File: config.mk
export PLATFORM = sky130hd
export DESIGN_NAME = multichannel_pulse_width_capture_unit
export DESIGN_NICKNAME = d
export VERILOG_FILES = /design/src/hw/rtl/mpwc_pkg.sv /design/src/hw/rtl/mpwc_lane.sv /design/src/hw/rtl/mpwc_merge.sv /design/src/hw/rtl/multichannel_pulse_width_capture_unit.sv
export SDC_FILE = /design/constraint.sdc
export NUM_CORES = 1
export LEC_CHECK = 0
export ABC_AREA = 0
export BUFFER_PORTS_ARGS = -buffer_cell sky130_fd_sc_hd__buf_2
export CORE_MARGIN = 3
export CORE_UTILIZATION = 44
export CTS_CLUSTER_SIZE = 8
export DETAILED_ROUTE_END_ITERATION = 10
export MAX_ROUTING_LAYER = met4
export PLACE_DENSITY = 0.57
export SYNTH_ARGS = -nofsm -noshare
export SYNTH_HDL_FRONTEND = slang
export SYNTH_HIERARCHICAL = 1
export SYNTH_SLANG_ARGS = --single-unit
File: constraint.sdc
create_clock -name clk -period 8.8 [get_ports clk]
set_input_delay 0.88 -clock clk [delete_from_list [all_inputs] [get_ports clk]]
set_output_delay 0.88 -clock clk [all_outputs]
set_load 0.05 [all_outputs]
File: src/hw/rtl/mpwc_pkg.sv
`default_nettype none
package mpwc_pkg;

	localparam int CHANNELS_DEF    = 8;
	localparam int TIMER_WIDTH_DEF = 16;
	localparam int MAX_CHANNELS    = 8;
	localparam int CHAN_W          = 3;
	localparam int WIDTH_W         = 16;
	localparam int PERIOD_W        = 16;
	localparam int MASK_W          = 8;
	localparam int CFG_DATA_W      = 16;
	localparam int CFG_INDEX_W     = 1;

	localparam logic [CFG_INDEX_W-1:0] REG_CHANNEL_MASK = 1'b0;
	localparam logic [CFG_INDEX_W-1:0] REG_TIMER_PERIOD = 1'b1;

	localparam logic [MASK_W-1:0]   CHANNEL_MASK_RST = 8'hFF;
	localparam logic [PERIOD_W-1:0] TIMER_PERIOD_RST = 16'hFFFF;

	typedef struct packed {
		logic               pend;
		logic [WIDTH_W-1:0] width;
	} lane_res_t;

endpackage
`default_nettype wire

File: src/hw/rtl/mpwc_lane.sv
`default_nettype none
module mpwc_lane #(
	parameter int TIMER_WIDTH = mpwc_pkg::TIMER_WIDTH_DEF
) (
	input  wire logic                   clk,
	input  wire logic                   arst_n,
	input  wire logic                   accept,
	input  wire logic                   flag,
	input  wire logic [TIMER_WIDTH-1:0] now,
	input  wire logic [TIMER_WIDTH-1:0] period,
	input  wire logic                   take,
	output mpwc_pkg::lane_res_t         res
);
	import mpwc_pkg::*;

	logic [TIMER_WIDTH-1:0] rise_q;
	logic                   await_q;
	logic                   pend_s1;
	logic [WIDTH_W-1:0]     width_s1;
	logic [TIMER_WIDTH-1:0] width_c;
	logic                   hit;

	assign hit = accept && flag;

	always_comb begin
		if (rise_q > now) begin
			width_c = period - rise_q + now;
		end else begin
			width_c = now - rise_q;
		end
	end

	always_ff @(posedge clk or negedge arst_n) begin
		if (!arst_n) begin
			rise_q  <= '0;
			await_q <= 1'b0;
			pend_s1 <= 1'b0;
		end else begin
			if (hit && !await_q) begin
				rise_q  <= now;
				await_q <= 1'b1;
			end else if (hit) begin
				await_q <= 1'b0;
			end
			if (hit && await_q) begin
				pend_s1 <= 1'b1;
			end else if (take) begin
				pend_s1 <= 1'b0;
			end
		end
	end

	always_ff @(posedge clk) begin
		if (hit && await_q) begin
			width_s1 <= WIDTH_W'(width_c);
		end
	end

	assign res.pend  = pend_s1;
	assign res.width = width_s1;

endmodule
`default_nettype wire

File: src/hw/rtl/mpwc_merge.sv
`default_nettype none
module mpwc_merge #(
	parameter int CHANNELS = mpwc_pkg::CHANNELS_DEF
) (
	input  wire logic                           clk,
	input  wire logic                           arst_n,
	input  mpwc_pkg::lane_res_t                 res [CHANNELS],
	input  wire logic                           out_stall,
	output logic [CHANNELS-1:0]                 take,
	output logic                                drained,
	output logic                                out_valid,
	output logic [mpwc_pkg::CHAN_W-1:0]         channel,
	output logic [mpwc_pkg::WIDTH_W-1:0]        pulse_width,
	output logic                                last_result
);
	import mpwc_pkg::*;

	logic [CHANNELS-1:0] pend_vec;
	logic [CHANNELS-1:0] rest_vec;
	logic                found;
	logic [CHAN_W-1:0]   sel;
	logic [WIDTH_W-1:0]  sel_width;
	logic                load;
	logic                out_valid_q;
	logic [CHAN_W-1:0]   channel_q;
	logic [WIDTH_W-1:0]  width_q;
	logic                last_q;

	assign load = !out_valid_q || !out_stall;

	always_comb begin
		found     = 1'b0;
		sel       = '0;
		sel_width = '0;
		for (int i = 0; i < CHANNELS; i++) begin
			pend_vec[i] = res[i].pend;
			if (res[i].pend && !found) begin
				found     = 1'b1;
				sel       = CHAN_W'(i);
				sel_width = res[i].width;
			end
		end
		for (int i = 0; i < CHANNELS; i++) begin
			take[i] = load && found && (sel == CHAN_W'(i));
		end
	end

	assign rest_vec = pend_vec & ~take;
	assign drained  = (rest_vec == '0);

	always_ff @(posedge clk or negedge arst_n) begin
		if (!arst_n) begin
			out_valid_q <= 1'b0;
		end else if (load) begin
			out_valid_q <= found;
		end
	end

	always_ff @(posedge clk) begin
		if (load && found) begin
			channel_q <= sel;
			width_q   <= sel_width;
			last_q    <= drained;
		end
	end

	assign out_valid   = out_valid_q;
	assign channel     = channel_q;
	assign pulse_width = width_q;
	assign last_result = last_q;

`ifndef ASSERT_OFF
	a_take_onehot: assert property (@(posedge clk) disable iff (!arst_n)
		$onehot0(take))
		else $error("more than one lane drained in a cycle");

	a_take_pending: assert property (@(posedge clk) disable iff (!arst_n)
		(take & ~pend_vec) == '0)
		else $error("lane drained without a pending result");

	a_more_follow: assert property (@(posedge clk) disable iff (!arst_n)
		out_valid_q && !last_q |-> pend_vec != '0)
		else $error("non-final result with nothing left to send");

	a_load_shows: assert property (@(posedge clk) disable iff (!arst_n)
		load && found |=> out_valid_q)
		else $error("pending result not moved to output");
`endif

endmodule
`default_nettype wire

File: src/hw/rtl/multichannel_pulse_width_capture_unit.sv
`default_nettype none
// Pulse-width capture for up to eight RC receiver pins.
// Input channel (in_valid/in_stall): edge_flags marks pins that saw an edge,
// timer_now is the timer count at that instant. A transfer happens when
// in_valid is high and in_stall is low.
// Each enabled pin alternates: a rise stores timer_now, a fall yields one
// result with the high time, corrected across a timer wrap by timer_period.
// Output channel (out_valid/out_stall): channel, pulse_width, last_result.
// Results of one item leave in ascending channel order; last_result marks
// the final one. Items with no falls give no result.
// The first result passes the lane result register, then the output
// register. The single output register drains one lane per cycle while
// out_stall is low. A new item is taken in the cycle the last pending
// result moves out. Receiver stall holds the output register; in_stall
// is high while any lane result stays pending after this cycle's take.
// Reset clears stored rise times, polarity bits and pending results and
// loads channel_mask = 0xFF, timer_period = 0xFFFF.
// Configuration: cfg_write with cfg_index 0 (channel_mask) or 1
// (timer_period); the user must write only while idle, the block does not enforce it.
module multichannel_pulse_width_capture_unit #(
	parameter int CHANNELS    = mpwc_pkg::CHANNELS_DEF,
	parameter int TIMER_WIDTH = mpwc_pkg::TIMER_WIDTH_DEF
) (
	input  wire logic                              clk,
	input  wire logic                              arst_n,
	input  wire logic                              cfg_write,
	input  wire logic [mpwc_pkg::CFG_INDEX_W-1:0]  cfg_index,
	input  wire logic [mpwc_pkg::CFG_DATA_W-1:0]   cfg_data,
	input  wire logic                              in_valid,
	output logic                                   in_stall,
	input  wire logic [mpwc_pkg::MASK_W-1:0]       edge_flags,
	input  wire logic [15:0]                       timer_now,
	output logic                                   out_valid,
	input  wire logic                              out_stall,
	output logic [mpwc_pkg::CHAN_W-1:0]            channel,
	output logic [mpwc_pkg::WIDTH_W-1:0]           pulse_width,
	output logic                                   last_result
);
	import mpwc_pkg::*;

	logic [MASK_W-1:0]      channel_mask_q;
	logic [PERIOD_W-1:0]    timer_period_q;
	logic                   accept;
	logic                   drained;
	logic [CHANNELS-1:0]    take;
	logic [TIMER_WIDTH-1:0] now_tw;
	logic [TIMER_WIDTH-1:0] period_tw;
	lane_res_t              res [CHANNELS];

	always_ff @(posedge clk or negedge arst_n) begin
		if (!arst_n) begin
			channel_mask_q <= CHANNEL_MASK_RST;
			timer_period_q <= TIMER_PERIOD_RST;
		end else if (cfg_write) begin
			unique case (cfg_index)
				REG_CHANNEL_MASK: channel_mask_q <= cfg_data[MASK_W-1:0];
				REG_TIMER_PERIOD: timer_period_q <= cfg_data[PERIOD_W-1:0];
			endcase
		end
	end

	assign in_stall  = !drained;
	assign accept    = in_valid && drained;
	assign now_tw    = TIMER_WIDTH'(timer_now);
	assign period_tw = TIMER_WIDTH'(timer_period_q);

	for (genvar i = 0; i < CHANNELS; i++) begin : g_lane
		mpwc_lane #(
			.TIMER_WIDTH(TIMER_WIDTH)
		) u_lane (
			.clk   (clk),
			.arst_n(arst_n),
			.accept(accept),
			.flag  (edge_flags[i] && channel_mask_q[i]),
			.now   (now_tw),
			.period(period_tw),
			.take  (take[i]),
			.res   (res[i])
		);
	end

	mpwc_merge #(
		.CHANNELS(CHANNELS)
	) u_merge (
		.clk        (clk),
		.arst_n     (arst_n),
		.res        (res),
		.out_stall  (out_stall),
		.take       (take),
		.drained    (drained),
		.out_valid  (out_valid),
		.channel    (channel),
		.pulse_width(pulse_width),
		.last_result(last_result)
	);

endmodule
`default_nettype wire
Word level (Yosys, flattened, before mapping)
Index checks and enable logic that the tools add are counted.
{ "word_totals": {"in_bits": 46, "reg_bits": 317, "wordCells": 231} }
{ "op_classes": {"n_reduce_logical": 88, "mux": 63, "n_eq_ne": 7, "bitwise": 3, "n_addsub": 24, "order_cmp": 8} }
{ "ops": {"columns": ["cell", "n"], "rows": [
  ["$mux 16", 16],
  ["$sub 16x16->16", 16],
  ["$add 16x16->16", 8],
  ["$gt 16x16->1", 8],
  ["$logic_and 1x1->1", 49],
  ["$mux 1", 41],
  ["$reduce_bool 2->1", 16],
  ["$logic_not 1->1", 18],
  ["$eq 3x3->1 const B", 4],
  ["$mux 3", 4],
  ["$and 8x8->8", 1],
  ["$logic_not 8->1", 1],
  ["$not 8->8", 1],
  ["$eq 3x2->1 const B", 2],
  ["$mux 2", 2],
  ["$reduce_and 2->1", 2],
  ["$eq 3x1->1 const B", 1],
  ["$logic_not 3->1", 1],
  ["$logic_or 1x1->1", 1],
  ["$not 1->1", 1]
]} }

Longest topological paths before layout
Gate-level depths: netlist of run 1.
{ "depth": {"depth_word": 31, "depth_mapped": 15} }

By module
The synthesis of run 1 kept the hierarchy.
{ "by_module_without_submodules": {"columns": ["mod", "cells_each", "area_per_inst_um2", "n_inst"], "rows": [
  ["mpwc_lane (g_lane[4].u_lane ...)", 389, 3283.1, 2],
  ["mpwc_lane (g_lane[7].u_lane)", 405, 3442.1, 1],
  ["mpwc_lane (g_lane[3].u_lane)", 387, 3422.0, 1],
  ["mpwc_lane (g_lane[1].u_lane)", 389, 3300.7, 1],
  ["mpwc_lane (g_lane[0].u_lane)", 375, 3290.7, 1],
  ["mpwc_lane (g_lane[2].u_lane)", 367, 3235.6, 1],
  ["mpwc_lane (g_lane[6].u_lane)", 374, 3213.1, 1],
  ["mpwc_merge", 272, 2107.0, 1],
  ["multichannel_pulse_width_capture_unit", 62, 1077.3, 1]
]} }

Worst setup path after synthesis of run 1
OpenSTA, ideal clock, no wires.
{ "synth_path": {"path_kind": "input to register", "start": "in timer_now[1]", "end": "reg g_lane[6].u_lane.width_s1[14], data pin", "setup_time_ns": 0.261, "path_buffers": 0, "path_slack_ns": 5.385, "arrival_time_ns": 3.154, "stages": 11, "cell_sequence": "inv_1 fa_1 inv_1 fa_1 a21oi_1 o21ai_0 a221oi_1 o21ai_0 a21oi_1 xor2_1 mux2i_1"} }
{ "synth_between": {"elab_chain_len": 2, "word_cells_on_any_way": 4, "classes_between": "add/sub: 2; order compare: 1; mux: 1"} }
{ "synth_lines": {"columns": ["element", "line", "rtl"], "rows": [
  ["start, declared", "multichannel_pulse_width_capture_unit.sv:32", "input wire logic [15:0] timer_now,"],
  ["$sub 16x16->16, or another cell as far along", "mpwc_lane.sv:29", "width_c = now - rise_q;"],
  ["$mux 16 *", "mpwc_lane.sv:26", "if (rise_q > now) begin"],
  ["net g_lane[6].u_lane.width_c[14]", "mpwc_lane.sv:20", "logic [TIMER_WIDTH-1:0] width_c;"],
  ["end signal, assigned", "mpwc_lane.sv:55", "width_s1 <= WIDTH_W'(width_c);"],
  ["end, declared", "mpwc_lane.sv:19", "logic [WIDTH_W-1:0] width_s1;"]
]} }
Mark *: on every way through the listed nets, which the timed path passes. The rest lies on a longest branch.
A chain may end at the register's enable or synchronous reset.

Worst setup path in the final report of run 1
{ "layout_path": {"start": "reg g_lane[0].u_lane.pend_s1", "end": "reg g_lane[4].u_lane.width_s1[1] (enable)"} }
{ "layout_between": {"elab_chain_len": 30, "word_cells_on_any_way": 52, "classes_between": "eq/ne: 7; mux: 15; bitwise: 2; reduce/logical: 28"} }
{ "layout_lines": {"columns": ["element", "line", "rtl"], "rows": [
  ["start, declared", "mpwc_lane.sv:18", "logic pend_s1;"],
  ["start signal, assigned", "mpwc_lane.sv:37", "pend_s1 <= 1'b0;"],
  ["start signal, assigned", "mpwc_lane.sv:46", "pend_s1 <= 1'b1;"],
  ["start signal, assigned", "mpwc_lane.sv:48", "pend_s1 <= 1'b0;"],
  ["$mux 1", "mpwc_merge.sv:37", "if (res[i].pend && !found) begin"],
  ["$logic_not 1->1", "mpwc_merge.sv:37", null],
  ["$logic_and 1x1->1", "mpwc_merge.sv:37", null],
  ["$mux 1", "mpwc_merge.sv:37", null],
  ["$logic_not 1->1", "mpwc_merge.sv:37", null],
  ["$logic_and 1x1->1", "mpwc_merge.sv:37", null],
  ["$mux 1", "mpwc_merge.sv:37", null],
  ["$logic_not 1->1", "mpwc_merge.sv:37", null],
  ["[... 16 more ...]", null, null],
  ["$not 8->8", "mpwc_merge.sv:48", "assign rest_vec = pend_vec & ~take;"],
  ["$and 8x8->8 *", "mpwc_merge.sv:48", null],
  ["$logic_not 8->1 *", "mpwc_merge.sv:49", "assign drained = (rest_vec == '0);"],
  ["net drained", "multichannel_pulse_width_capture_unit.sv:44", "logic drained;"],
  ["$logic_and 1x1->1 *", "multichannel_pulse_width_capture_unit.sv:63", "assign accept = in_valid && drained;"],
  ["net accept", "multichannel_pulse_width_capture_unit.sv:43", "logic accept;"],
  ["$logic_and 1x1->1 *", "mpwc_lane.sv:23", "assign hit = accept && flag;"],
  ["$logic_and 1x1->1 *", "mpwc_lane.sv:54", "if (hit && await_q) begin"],
  ["end signal, assigned", "mpwc_lane.sv:55", null],
  ["end, declared", "mpwc_lane.sv:19", null]
]} }
Marks and branches as above.

==> out/qor.yml, run 1 <==
status: "completed"
yosys_most_used_dff: "edfxtp_1"
power.density_mw_per_mm2: 456
layout_min_cycle_time_ns: 4.62
die-area_mm2: 0.0705
cap_violations: 0
wirelength_mm: 94.5
cts_inserted_buffers: 47
drive_above_1_share: 0.0781
syn_inst: 3409
cts_tree: "done"
route.met2.wl_mm: 42.3
critPathCaptureType: "register"
fin_util: 0.483
worstSetupPathType: "reg -> reg"
ys_seq_area_frac: 0.293
syn_area_per_cell_um2: 8.70
final_area_mm2: 0.0320
grt.overflow.total: 0
synth_enable_flop_cells: 148
fin_tns_setup_ns: 0
pre_cts_slack_ns: 4.23
fin_ws_ns: 4.18
finalHoldViolations: 0
cts.sinks: 317
num_vias: 24533
ys_ff_latch: 317
dp_hpwl_mm: 69.1
firstDrtPassIters: 5
cp_cell_sequence: "or3_1, nor4_4, nand2_2, maj3_2, nor3_2, and2_1, and3_1"
cp_slowest_cell: "and3_1"
fmax_mhz: 217
wl_met3_mm: 5.21
post-route-period-util: 0.525
synth_nets: 3839
fp.dieH_um: 266
root_buffer: "clkbuf_16"
final_common_cell: "inv_1"
grt_pass1_vias: 24209
antenna_found_initial: 3
area_delta_synth_final_pct: 7.77
setup_violations: 0
grt_setup_unrepaired: "no"
p_leak_nw: 15.1
clock_path_buffers: 3
initial_core_util: 0.448
crit_fanout: 29
drt_iter0_markers: 1692
io_pins: 68
p_total_mw: 14.6
clk_latency_ns: 0.58
cts_hold_buf: 0
ant_nets: 0
cp.required_ns: 9.00
cts-resized-gates: 0
cts_setup_buffers: 0
viasPerCell: 5.66
synth.largest_area_cell: "edfxtp_1"
async_flop_share: 0.533
hp-class: "in -> async"
synthDistinctLibCells: 108
num_rows: 94
clk_pin_slew_ns: 0.06
globalRouteTotalUtil: 0.275
ir_worst_vdd_mv: 0.192
tightest_slew_ns: 1.28
grt_max_degree: 78
grt_pass1_wl_mm: 143
nNetsFinal: 3862
place_area_mm2: 0.0306
port_buffers: 67
slowest_delay_ns: 0.91
mostFrequentLayoutCells: "inv_1, nand2_1, o21ai_0"
syn_area_mm2: 0.0297
drv_slew: 0
place.gp.congestion: 0.918
worstPathArrival_ns: 4.81
ys_warn_count: 6
die_w_um: 266
core_mm2: 0.0662
relSlewSlack: 0.148
fin_hold_ws_ns: 0.361
clock_skew_ns: 0.0337
route.detailed.drc: 0
wl_met1_mm: 42.9
htree_levels: 2
final_cells: 4335
synth_area_leaders: "edfxtp_1, dfrtp_1, ha_1"
routedWlPerCell_um: 21.8
placed_cells: 4247
top_layer: "met4"
synth.top_cell.area_share: 0.150
cp-start-kind: "register"
kinds of logic (layout without fill, tap and decap cells):
family	after synthesis	count (layout)	share of synthesized area
xor gates and xnor gates	195	195	0.0576
AOI/OAI and AO/OA	948	948	0.206
DFF	317	317	0.293
adders and majority gates	387	387	0.195
other	0	2	0
buffers and inverters	755	815	0.102
muxes	69	69	0.0271
and+or+nand+nor	738	738	0.118
cell usage after synthesis (22+ instances only):
library cell,count
clkbuf_1,60
o211ai_1,32
nor2b_1,25
xor2_1,84
a21o_1,80
o21a_1,32
nand3_1,63
a21oi_1,215
dfrtp_1,145
o22ai_1,34
and3_1,22
ha_1,256
nand2b_1,45
and2_1,32
a31oi_1,35
inv_1,651
nor3_1,26
mux2i_1,32
dfstp_2,24
nor2_1,116
edfxtp_1,148
xnor2_1,111
a22o_1,28
o21ai_0,287
nand2_1,333
fa_1,128
a211oi_1,36
critical path: cells and delay by family, from the launching register on:
kind                     cells  cell delay [ns]
AND/OR/NAND/NOR              6             3.15
flip-flops                   1             0.75
adder cells (fa/ha/maj)      1             0.34
area by class of cell:
class                           instances  area, um^2
Fill cell                            6392       34300
Multi-Input combinational cell       2337       17900
Sequential cell                       317        8700
Inverter                              652        2450
Clock buffer                           84        1370
Tap cell                              864        1080
Timing Repair Buffer                   77         419
Clock inverter                          2        13.8
Antenna cell                            2        5.00
routing by layer:
metal,vias up,track usage
met5,-,-
met4,0,0.106
met3,166,0.0328
met2,672,0.431
met1,12089,0.367
li1,11606,-
power by group:
part / switching, mW / total, mW / internal [mW]
registers: 0.517 / 2.87 / 2.36
logic: 6.02 / 9.95 / 3.93
clock network: 0.707 / 1.74 / 1.04
state kept, by name, indices dropped and copies added (netlist names):
name                    count
channel_mask_q              8
u_merge/pulse_width        16
g_lane.u_lane/await_q       8
u_merge/out_valid           1
u_merge/channel             3
g_lane.u_lane/rise_q      128
period_tw                  16
g_lane.u_lane/pend_s1       8
g_lane.u_lane/width_s1    128
u_merge/last_result         1
path summary, 6_finish.rpt:
path | depth (start not counted) | end | slack (ns) | start
max reg2reg | 7 | g_lane[4].u_lane/width_s1[1]$_DFFE_PP_ | 4.18 | g_lane[0].u_lane/pend_s1$_DFFE_PN0P_
min reg2reg | 2 | g_lane[5].u_lane/await_q$_DFFE_PN0P_ | 0.49 | g_lane[5].u_lane/await_q$_DFFE_PN0P_
max in group asynchronous | 3 | g_lane[6].u_lane/await_q$_DFFE_PN0P_ | 6.47 | arst_n
min in group clk | 2 | g_lane[5].u_lane/await_q$_DFFE_PN0P_ | 0.49 | g_lane[5].u_lane/await_q$_DFFE_PN0P_
max | 7 | g_lane[4].u_lane/width_s1[1]$_DFFE_PP_ | 4.18 | g_lane[0].u_lane/pend_s1$_DFFE_PN0P_
min | 1 | g_lane[1].u_lane/rise_q[10]$_DFFE_PN0P_ | 0.36 | arst_n
No activity file was read; power rests on OpenSTA's default activity.
==> run 2, diff against run 1 <==
==> constraint.sdc (replaced) <==
create_clock -name clk -period 4.65 [get_ports clk]
set_input_delay 0.465 -clock clk [delete_from_list [all_inputs] [get_ports clk]]
set_output_delay 0.465 -clock clk [all_outputs]
set_load 0.05 [all_outputs]
==> out/qor.yml, run 2 (synthesized netlist as in run 1, its figures left out) <==
status: "completed"
ant_nets: 0  # unchanged
clk_pin_slew_ns: 0.06  # about the same
p_int_mw: 13.9  # +89%
cts-resized-gates: 0  # unchanged
drt_iter0_markers: 2028  # +20%
final_common_cell: "inv_1"
worstSetupPathType: "reg -> reg"
routedWlPerCell_um: 22.2  # +2.0%
wirelength_mm: 97.1  # +2.8%
cp-start-kind: "register"
cts_inserted_buffers: 47  # unchanged
relSlewSlack: 0.311  # +0.163
grt_setup_unrepaired: "no"
hp-class: "in -> async"
place.gp.congestion: 0.957  # +4.3%
route.detailed.drc: 0  # unchanged
die-area_mm2: 0.0705  # unchanged
grt.overflow.total: 0  # unchanged
p_comb_frac: 0.689  # +0.006
cts_tree: "done"
p_total_mw: 27.7  # +90%
root_buffer: "clkbuf_16"
crit_fanout: 9  # -69%
mostFrequentLayoutCells: "inv_1, nand2_1, o21ai_0"
cts.sinks: 317  # unchanged
area_delta_synth_final_pct: 8.59
firstDrtPassIters: 6  # +1
globalRouteTotalUtil: 0.283  # +0.00782
fmax_mhz: 264  # +22%
num_vias: 24562  # +0.12%
antenna_found_initial: 6  # +3
critPathCaptureType: "register"
htree_levels: 2  # unchanged
worstPathArrival_ns: 4.11  # -0.70 ns
clock_path_buffers: 3  # unchanged
die_w_um: 266  # unchanged
dp_hpwl_mm: 72.2  # +4.5%
setup_violations: 0  # unchanged
ir_worst_vdd_mv: 0.374  # +96%
p_clk_frac: 0.119  # about the same
port_buffers: 67  # unchanged
top_regs: "g_lane.u_lane/rise_q x128, g_lane.u_lane/width_s1 x128"
viasPerCell: 5.62  # -0.64%
cp.required_ns: 4.97  # -4.03 ns
num_rows: 94  # unchanged
fp.dieH_um: 266  # unchanged
clk_latency_ns: 0.59  # about the same
grt_pass1_wl_mm: 147  # +2.5%
io_pins: 68  # unchanged
cap_violations: 0  # unchanged
initial_core_util: 0.448  # unchanged
pwr-share-seq: 0.193  # -0.004
post-route-period-util: 0.815  # +0.290
tightest_slew_ns: 1.03  # -0.244 ns
swShare: 0.499  # +0.00228
grt_max_degree: 102  # +31%
grt_pass1_vias: 24055  # -0.64%
cts_hold_buf: 0  # unchanged
finalHoldViolations: 0  # unchanged
core_mm2: 0.0662  # unchanged
power.density_mw_per_mm2: 861  # +89%
nNetsFinal: 3895  # +0.85%
fin_tns_setup_ns: 0  # unchanged
clock_skew_ns: 0.0201  # -0.0136 ns
layout_min_cycle_time_ns: 3.79  # -0.827 ns
p_switching_mw: 13.8  # +91%
p_leak_nw: 15.3  # +1.1%
drive_above_1_share: 0.0865  # +0.00838
drv_slew: 0  # unchanged
cts_setup_buffers: 0  # unchanged
-- run 2: cell count changes in the layout (fill, tap and decap cells not counted), sizes merged --
| cell | change |
|---|---|
| buf | +33 |
| clkbuf | -4 |
| clkinv | +3 |
| inv | +2 |
| diode | -1 |
-- run 2: final timing paths --
kind	start	end	slack [ns]	cells past startpoint
worst min register to register	g_lane[4].u_lane/await_q$_DFFE_PN0P_	g_lane[4].u_lane/await_q$_DFFE_PN0P_	0.49	2
worst max-delay path	period_tw[4]$_DFFE_PN1P_	g_lane[1].u_lane/width_s1[13]$_DFFE_PP_	0.86	10
worst min-delay path	arst_n	g_lane[1].u_lane/rise_q[12]$_DFFE_PN0P_	0.04	1
max in group asynchronous	arst_n	g_lane[5].u_lane/rise_q[14]$_DFFE_PN0P_	3.57	2
min in group clk	cfg_data[8]	period_tw[8]$_DFFE_PN1P_	0.11	2
worst max register to register	period_tw[4]$_DFFE_PN1P_	g_lane[1].u_lane/width_s1[13]$_DFFE_PP_	0.86	10
-- run 2: final cells by class --
| type | count | area, um^2 |
|---|---|---|
| Antenna cell | 1 | 2.50 |
| Clock buffer | 80 | 1320 |
| Clock inverter | 7 | 42.5 |
| Fill cell | 6390 | 34000 |
| Inverter | 652 | 2450 |
| Multi-Input combinational cell | 2337 | 17900 |
| Sequential cell | 317 | 8700 |
| Tap cell | 864 | 1080 |
| Timing Repair Buffer | 110 | 679 |
-- run 2: power by group through the flow --
stage	Sequential, mW	Combinational (mW)	Clock, mW
6_report	5.34	19.1	3.29
2_1_floorplan	5.31	14.1	0
5_1_grt	5.44	21.2	3.49
3_5_place_dp	5.37	18.7	0
3_3_place_gp	5.33	18.6	0
4_1_cts	5.34	18.9	3.38
-- run 2: through the flow --
step | setup slack [ns] | cell area [um^2] | hold WS [ns] | utilization | cells
2_1_floorplan | 1.42 | 29700 | 0.169 | - | 3409
4_1_cts | 0.846 | 32200 | 0.0594 | 0.486 | 4367
3_5_place_dp | 0.625 | 30800 | 0.474 | 0.466 | 4280
5_1_grt | 0.638 | 32200 | 0.0909 | 0.486 | 4368
6_report | 0.861 | 32200 | 0.0365 | 0.486 | 4368
3_3_place_gp | 0.678 | 30800 | 0.464 | 0.466 | 4280
-- run 2: critical path, cell delays in order (launching register included) --
cell and delay (ns):
dfstp_2 0.89, inv_1 0.14, fa_1 0.53, inv_1 0.04, ha_1 0.34, a21oi_1 0.25, o21ai_0 0.26, a31oi_1 0.35
o21ai_0 0.21, o311ai_0 0.37, mux2i_1 0.11
-- run 2: layer usage --
| layer | track usage | wire length (um) |
|---|---|---|
| met1 | 0.393 | 45100 |
| met2 | 0.427 | 42000 |
| met3 | 0.0394 | 6360 |
| met4 | 0.0931 | 3640 |
| met5 | - | 0 |
